`src/hw/rtl/rsi_pkg.sv`:
```
package rsi_pkg;

    localparam int FRAC_BITS = 16;

    localparam int COORD_W  = 32;
    localparam int RADIUS_W = 31;
    localparam int DIST_W   = 31;
    localparam int OC_W     = COORD_W + 1;
    localparam int A_W      = 2 * COORD_W;
    localparam int H_W      = A_W + 2;
    localparam int HMAG_W   = H_W - 1;
    localparam int Q_W      = A_W + 2;
    localparam int RR_W     = 2 * RADIUS_W;
    localparam int CMAG_W   = Q_W;
    localparam int MUL_W    = 66;
    localparam int HALF_W   = MUL_W / 2;
    localparam int PROD_W   = 2 * MUL_W;
    localparam int DISC_W   = 131;
    localparam int SQRT_W   = 66;
    localparam int NUM_W    = SQRT_W + 1;
    localparam int REM_W    = A_W + DIST_W;
    localparam int CMP_W    = (NUM_W + FRAC_BITS > REM_W) ? NUM_W + FRAC_BITS : REM_W;
    localparam int MT_W     = COORD_W + DIST_W;
    localparam int STEP_W   = MT_W + 1;
    localparam int NRM_W    = STEP_W + 1;

    localparam int QUEUE_DEPTH = 4;
    localparam int QPTR_W      = $clog2(QUEUE_DEPTH);
    localparam int QCNT_W      = $clog2(QUEUE_DEPTH + 1);

    localparam logic [DIST_W-1:0] DIST_MAX = '1;

    typedef logic signed [COORD_W-1:0] t_coord;
    typedef logic signed [OC_W-1:0]    t_oc;

    typedef struct packed {
        t_coord              origin_x;
        t_coord              origin_y;
        t_coord              origin_z;
        t_coord              dir_x;
        t_coord              dir_y;
        t_coord              dir_z;
        t_coord              center_x;
        t_coord              center_y;
        t_coord              center_z;
        logic [RADIUS_W-1:0] radius;
    } t_req;

    typedef struct packed {
        logic              hit;
        logic [DIST_W-1:0] distance;
        t_coord            normal_x;
        t_coord            normal_y;
        t_coord            normal_z;
        logic              overflow;
    } t_rsp;

    typedef enum logic [1:0] {
        ROOT_HMAG_MINUS_S = 2'd0,
        ROOT_HMAG_PLUS_S  = 2'd1,
        ROOT_S_MINUS_HMAG = 2'd2
    } t_root_op;

    typedef struct packed {
        logic              miss;
        t_root_op          op;
        logic [HMAG_W-1:0] hmag;
        logic [A_W-1:0]    a;
        t_coord [2:0]      d;
        t_oc [2:0]         oc;
    } t_bctx;

    typedef struct packed {
        logic [DISC_W-1:0] disc;
        t_bctx             ctx;
    } t_fitem;

    function automatic logic [COORD_W-1:0] mag_coord(input t_coord v);
        return v[COORD_W-1] ? COORD_W'(-v) : COORD_W'(v);
    endfunction

    function automatic logic [COORD_W-1:0] mag_oc(input t_oc v);
        return v[OC_W-1] ? COORD_W'(-v) : COORD_W'(v);
    endfunction

endpackage

```
`src/hw/rtl/rsi_queue.sv`:
```
module rsi_queue (
    input  logic            i_clk,
    input  logic            i_rst_n,
    input  logic            i_push,
    input  rsi_pkg::t_fitem i_data,
    output logic            o_full,
    input  logic            i_pop,
    output logic            o_empty,
    output rsi_pkg::t_fitem o_data
);

    localparam int DEPTH = rsi_pkg::QUEUE_DEPTH;
    localparam int PW    = rsi_pkg::QPTR_W;
    localparam int CW    = rsi_pkg::QCNT_W;

    rsi_pkg::t_fitem r_mem [DEPTH];
    logic [PW-1:0]   r_wr;
    logic [PW-1:0]   r_rd;
    logic [CW-1:0]   r_count;

    assign o_full  = (r_count == CW'(DEPTH));
    assign o_empty = (r_count == '0);
    assign o_data  = r_mem[r_rd];

    always_ff @(posedge i_clk) begin
        if (i_push) begin
            r_mem[r_wr] <= i_data;
        end
    end

    always_ff @(posedge i_clk) begin
        if (!i_rst_n) begin
            r_wr    <= '0;
            r_rd    <= '0;
            r_count <= '0;
        end else begin
            if (i_push) begin
                r_wr <= (r_wr == PW'(DEPTH - 1)) ? '0 : r_wr + 1'b1;
            end
            if (i_pop) begin
                r_rd <= (r_rd == PW'(DEPTH - 1)) ? '0 : r_rd + 1'b1;
            end
            if (i_push && !i_pop) begin
                r_count <= r_count + 1'b1;
            end else if (i_pop && !i_push) begin
                r_count <= r_count - 1'b1;
            end
        end
    end

`ifndef ASSERT_OFF
    a_no_push_full: assert property (@(posedge i_clk) disable iff (!i_rst_n)
        !(i_push && o_full)) else $error("Request pushed into a full queue.");
    a_no_pop_empty: assert property (@(posedge i_clk) disable iff (!i_rst_n)
        !(i_pop && o_empty)) else $error("Request popped from an empty queue.");
    a_count_bound: assert property (@(posedge i_clk) disable iff (!i_rst_n)
        r_count <= CW'(DEPTH)) else $error("Queue count beyond its depth.");
    a_push_fills: assert property (@(posedge i_clk) disable iff (!i_rst_n)
        (i_push && !i_pop) |=> !o_empty) else $error("Pushed request was lost.");
`endif

endmodule

```
`config.mk`:
```
export PLATFORM = sky130hd
export DESIGN_NAME = rsi_queue
export DESIGN_NICKNAME = d
export VERILOG_FILES = /design/src/hw/rtl/rsi_pkg.sv /design/src/hw/rtl/rsi_queue.sv
export SDC_FILE = /design/constraint.sdc
export NUM_CORES = 1
export LEC_CHECK = 0
export BUFFER_PORTS_ARGS = -buffer_cell sky130_fd_sc_hd__buf_4
export CAP_MARGIN = 30
export CORE_UTILIZATION = 50
export CTS_CLUSTER_DIAMETER = 200
export DETAILED_ROUTE_END_ITERATION = 16
export PLACE_DENSITY = 0.81
export SLEW_MARGIN = 20
export SYNTH_ARGS = -nofsm -noshare
export SYNTH_HDL_FRONTEND = slang
export SYNTH_SLANG_ARGS = --single-unit
```
`constraint.sdc`:
```
create_clock -name i_clk -period 14.66 [get_ports i_clk]
set_input_delay 1.466 -clock i_clk [delete_from_list [all_inputs] [get_ports i_clk]]
set_output_delay 1.466 -clock i_clk [all_outputs]
set_load 0.03 [all_outputs]
```
==> out/summary.txt, run 1 <==
GR Util All Layers: 22.2%
R2R cell count: 6
H-tree Lvls: 4
CTS clock-pin slew for the worst setup and hold paths: 0.06 ns
# placed instances: 5043
DRC: 0
# rows: 133
Inserted Clock Buffers: 176
total grt overflow: 0
Avg Cell Area, Syn: 27.4 um2
Resize count post-CTS: 0
Post-Syn Area: 66600 um2
internal power: 9.06 mW
Final HPWL DP: 91.2 mm
initial core utilization: 50.6%
status: complete, no violations
die area: 135000 um2
area grow syn2layout: 21.5%
peak supply drop: 0.151 mV
register share of total power: 51.5%
# Max-Cap Violations: 0
1st-iter DRT viols: 2928
fin. max-slew vios: 0
Synth cell types: 23
total power: 11.9 mW
io pins: 922
fillers: 8468
Switch Pwr: 2.80 mW
post-CTS setup buffers: 0
Setup Skew: 0.0276 ns
leak pwr: 26.9 nW
Worst EP arrival: 5.01 ns
via count: 30924
worst-path cell chain: buf_4, buf_12, buf_4, mux4_2, buf_4
Antenna Nets Post-Route: 0
Gate power share: 11.7%
Die Ht: 367 um
met3 routed WL: 13.6 mm
Detailed Route WL: 152 mm
Finished Layout Cells: 5377
port buffer count: 921
TritonCTS clock tree: yes
synthesis-stage register bit count: 1841
Max clock buf depth: 3
clk sink count: 1841
Startpoint Class: register
Fin. Hold Viols: 0
largest net degree at the start of global routing: 152
Routed WL per cell: 28.3 um
share of layout cells above drive strength 1: 46.1%
RSZ-0062 raised after global routing: no
max_slew headroom: 21.3%
fmax: 155 MHz
critical path capture point type: output pin
Setup CP Type: register to output pin
Min-Delay Path Class: register to register
syn nets: 2905
Hold Path Stages: 2
switch share: 23.6%
detailed-router iteration count before antenna repair: 5
Gate Count Post-Synth: 2436
max layer used: met5
crit path max-delay cell type: dfxtp_4
layout net count: 3937
PD cells: 147 nW/um2
core area: 132000 um2
GP Congestion: 0.809
clock network fraction of design power: 36.8%
most frequent CP cell: buf_4
Final Cycle Share: 44.1%
Final Critical Period: 6.47 ns
first-pass GRT wire length: 217 mm
die width: 367 um
Synth Warn #: 0
initial antenna violation count: 28
clk root buf: clkbuf_16
WL met1: 52.2 mm
CTS Hold Buffers Added: 0
Critical Path Fanout Max: 108
setup TNS: 0 ns
CP Data Required Time: 13.19 ns
DR vias/cell: 5.75
slew at the pin closest to its max-slew limit: 1.18 ns
metal2 WL: 80.3 mm
clock latency reported for the late side of the worst-skew pair: 0.79 ns
sequential fraction of the synthesis area: 82.8%
final setup vio count: 0
number of global-route vias before repair: 32418
slowest stage delay, CP: 0.88 ns
==> final cells by class <==
class	count	area, um2	share of cell area [%]
clock buffer	213	4610	5.69
timing repair buffer	956	7370	9.11
clock inverter	96	915	1.13
antenna	23	57.6	0.0711
inverter	4	15.0	0.0185
tap	1755	2200	2.71
multi-input combinational	489	10600	13.1
sequential	1841	55200	68.2
==> stage by stage <==
stage / area, um2 / utilization [%] / worst slack, ns / hold WS, ns
global placement: 75300 / 57.1 / 8.85 / 0.491
finish: 81000 / 61.4 / 8.19 / 0.523
floorplan: 66600 / - / 2.03 / 0.472
CTS: 80800 / 61.3 / 7.97 / 0.519
global route: 80900 / 61.4 / 7.68 / 0.572
detailed placement: 75300 / 57.1 / 8.87 / 0.514
==> cell usage after synthesis (all sizes together) <==
master	number	area, um2
a21boi	1	7.51
and2	5	31.3
buf	95	836
clkbuf	7	26.3
dfxtp	9	180
edfxtp	1832	55000
fa	1	20.0
ha	6	75.1
inv	4	15.0
mux2i	4	40.0
mux4	458	10300
nor2	1	3.75
nor2b	5	31.3
nor3	2	10.0
nor3b	1	7.51
o21a	1	7.51
o21ai	1	5.00
or3	1	6.26
xnor2	1	8.76
xor2	1	8.76
==> state kept, by name, summed over array words and instances (netlist names), named ones only <==
register  count
r_count       3
r_rd          2
r_mem      1832
r_wr          2
==> metal layers <==
metal	GRT usage (%)	up-vias
met5	0	-
li1	-	12726
met2	37.9	1590
met3	7.05	313
met1	25.6	16283
met4	9.98	12
==> power groups by stage <==
stage	clock, mW	combinational (mW)	sequential, mW
final	4.36	1.39	6.11
after global routing	4.62	1.44	6.12
after CTS	4.43	1.40	6.11
after detailed placement	0	1.38	6.22
after global placement	0	1.36	6.20
after floorplan	0	0.824	6.29
==> placed cells by master (no fill, tap or decap), types with 2 or more instances in the layout <==
cell        instances
edfxtp_1         1832
buf_4             942
mux4_2            458
clkbuf_16         179
clkinv_1           35
clkbuf_1           34
clkinv_2           30
diode_2            23
bufinv_16          13
buf_12             11
dfxtp_1             7
ha_1                6
nor2b_1             5
clkinvlp_4          5
inv_1               4
and2_4              4
mux2i_1             4
inv_16              4
clkinv_8            3
buf_16              3
nor3_1              2
dfxtp_4             2
clkinv_4            2
inv_6               2
==> critical path, delay by kind of cell, from the launching register on <==
family                 cells  cell delay, ns
buffers and inverters      4            2.38
multiplexers               1            0.65
flip-flops                 1            0.88
==> kinds of logic (layout without fill, tap and decap cells) <==
logic type,after synthesis,in the layout,synth area share (%)
flip-flops,1841,1841,82.8
multiplexers,462,462,15.5
buffers and inverters,106,1269,1.32
AND/OR/NAND/NOR,15,15,0.135
adder cells (fa/ha/maj),7,7,0.143
AO/OA/AOI/OAI,3,3,0.0300
XOR/XNOR,2,2,0.0263
other,0,23,0
==> path summary, 6_finish.rpt <==
path | start | end | slack (ns)
max reg2reg | r_wr[0] | r_mem[2][353] | 10.62
min reg2reg | r_count[2] | r_count[2] | 0.52
max | register | o_data[423] | 8.19
min | r_count[2] | r_count[2] | 0.52
Note: power is estimated with default switching activity, not from simulation.
==> inputs of run 2 (changes only) <==
- ABC_AREA: default -> 1
- clock period: 14.66 -> 6.8 ns (I/O delays scaled with it)
==> out/summary.txt, run 2 <==
status: complete, no violations
reg2reg setup slack: 4.06 ns
final setup vio count: 0
fmax: 200 MHz
Worst EP arrival: 4.32 ns
largest net degree at the start of global routing: 331
Antenna Nets Post-Route: 0
slew at the pin closest to its max-slew limit: 1.07 ns
number of global-route vias before repair: 40785
clk root buf: clkbuf_16
FF/Latch Area: 55200 um2
1st-iter DRT viols: 4791
R2R cell count: 5
switch share: 25.5%
utilization after layout: 61.2%
GP Congestion: 0.839
Gate power share: 13.1%
hold path endpoint: r_mem[1][232]
synthesis-stage register bit count: 1841
detailed-router iteration count before antenna repair: 8
TritonCTS clock tree: yes
worst-path cell chain: buf_16, clkinv_16, buf_16, buf_4, o21ai_0, o22ai_1, buf_4
Resize count post-CTS: 0
initial antenna violation count: 48
RSZ-0062 raised after global routing: no
sequential fraction of the synthesis area: 81.4%
most flop-heavy register: r_mem
port buffer count: 921
Critical Path Fanout Max: 166
die area: 137000 um2
internal power: 19.3 mW
max reg flops: 1832
Setup CP Type: register to output pin
Setup Skew: 0.0138 ns
area of the multi-input gates: 11200 um2
core area: 134000 um2
# Max-Cap Violations: 0
post-CTS setup buffers: 0
DRC: 0
total grt overflow: 0
Final Critical Period: 5.00 ns
Hold Path Stages: 1
Post-synth top flop: edfxtp_1
io pins: 922
post-synth top area share: 81.1%
Largest regs: r_mem x1832, r_count x3
Final Cycle Share: 73.6%
Synth Warn #: 0
WHS: 0.0861 ns
Detailed Route WL: 170 mm
# rows: 134
ys async rst share: 0%
register share of total power: 50.5%
Gate Count Post-Synth: 4487
# placed instances: 6928
most common cell in the netlist: edfxtp_1
total power: 25.9 mW
critical path capture point type: output pin
FF-to-FF Start: r_wr[1]
Finished Layout Cells: 7287
commonest cells after routing, fill and taps aside: edfxtp_1, buf_4, nor2_1, o21ai_0, o22ai_1
peak supply drop: 0.290 mV
CTS Hold Buffers Added: 0
clk sink count: 1841
Min-Delay Path Class: input pin to register
CTS clock-pin slew for the worst setup and hold paths: 0.07 ns
layout net count: 5807
first-pass GRT wire length: 244 mm
fin. max-slew vios: 0
Avg Cell Area, Syn: 15.1 um2
Startpoint Class: register
Post-Syn Area: 67800 um2
DR vias/cell: 5.82
largest cells by area after synthesis: edfxtp_1, o21ai_0, nor2_1
Synth top cells by count: edfxtp_1, nor2_1, o21ai_0
Inserted Clock Buffers: 175
Final HPWL DP: 98.8 mm
die width: 370 um
commonest non-fill, non-tap cell in the layout: edfxtp_1
EDFF count, synth: 1832
Routed WL per cell: 23.4 um
H-tree Lvls: 4
initial core utilization: 50.6%
fillers: 9099
hold path startpoint: i_data[232]
CP Data Required Time: 6.12 ns
Synth cell types: 25
final instance area: 82000 um2
Placed Area: 76300 um2
reg-to-reg endpoint: r_mem[0][402]
leak pwr: 28.2 nW
share of layout cells above drive strength 1: 22.7%
GR Util All Layers: 23.5%
Die Ht: 370 um
Fin. Hold Viols: 0
clock network fraction of design power: 36.3%
via count: 42431
slowest stage delay, CP: 0.70 ns
area grow syn2layout: 20.9%
max_slew headroom: 28.8%
PD cells: 316 nW/um2
crit path max-delay cell type: dfxtp_4
syn nets: 4956
clock latency reported for the late side of the worst-skew pair: 0.78 ns
Yosys top cell by area: edfxtp_1
Max clock buf depth: 3
Switch Pwr: 6.61 mW
==> run 2: cells by family after synthesis <==
logic type                 count (synthesis)  synth area share (%)
and+or+nand+nor                          938                  5.20
AOI/OAI and AO/OA                       1380                  11.0
DFF                                     1841                  81.4
adders and majority gates                  7                 0.140
xor gates and xnor gates                   1                0.0129
buffers and inverters                    320                  2.23
==> run 2: critical path: cells and delay by family (launching register included) <==
| kind | cells | cell delay (ns) |
|---|---|---|
| buffers and inverters | 5 | 1.74 |
| DFF | 1 | 0.70 |
| AOI/OAI and AO/OA | 2 | 0.51 |
==> run 2: power groups by stage <==
stage,Combinational (mW),Sequential (mW),Clock [mW]
detailed placement,3.36,13.3,0
CTS,3.39,13.1,9.51
finish,3.41,13.1,9.42
floorplan,1.90,13.4,0
global placement,3.27,13.3,0
global route,3.58,13.1,9.95
==> run 2: metal layers <==
metal / global-route usage, % / up-vias / part of all wire, %
met4: 12.5 / 16 / 4.9
li1: - / 18805 / -
met3: 8.14 / 383 / 11
met2: 38.1 / 2263 / 49
met5: 0 / - / 0.062
met1: 27.6 / 20964 / 35
==> run 2: how the worst max path moves through the flow <==
stage	to	from	depth (start not counted)
finish	o_data[203]	register	7
global route	o_data[203]	register	7
CTS	o_data[44]	register	6
detailed placement	o_data[378]	register	6
global placement	o_data[239]	register	5
floorplan	r_mem[3][0]	i_push	2
==> run 2: area by class of cell <==
type,instances,share of cell area (%)
Multi-Input combinational cell,2326,13.6
Sequential cell,1841,67.3
Timing Repair Buffer,978,9.32
Antenna cell,40,0.122
Clock inverter,109,1.21
Tap cell,1768,2.70
Clock buffer,209,5.57
Inverter,16,0.133
==> run 2: through the flow <==
stage	setup TNS, ns	setup slack [ns]
3_3_place_gp	0	2.77
6_report	0	1.80
4_1_cts	0	2.12
5_1_grt	0	1.70
3_5_place_dp	0	3.00
2_1_floorplan	-2174.77	-1.19
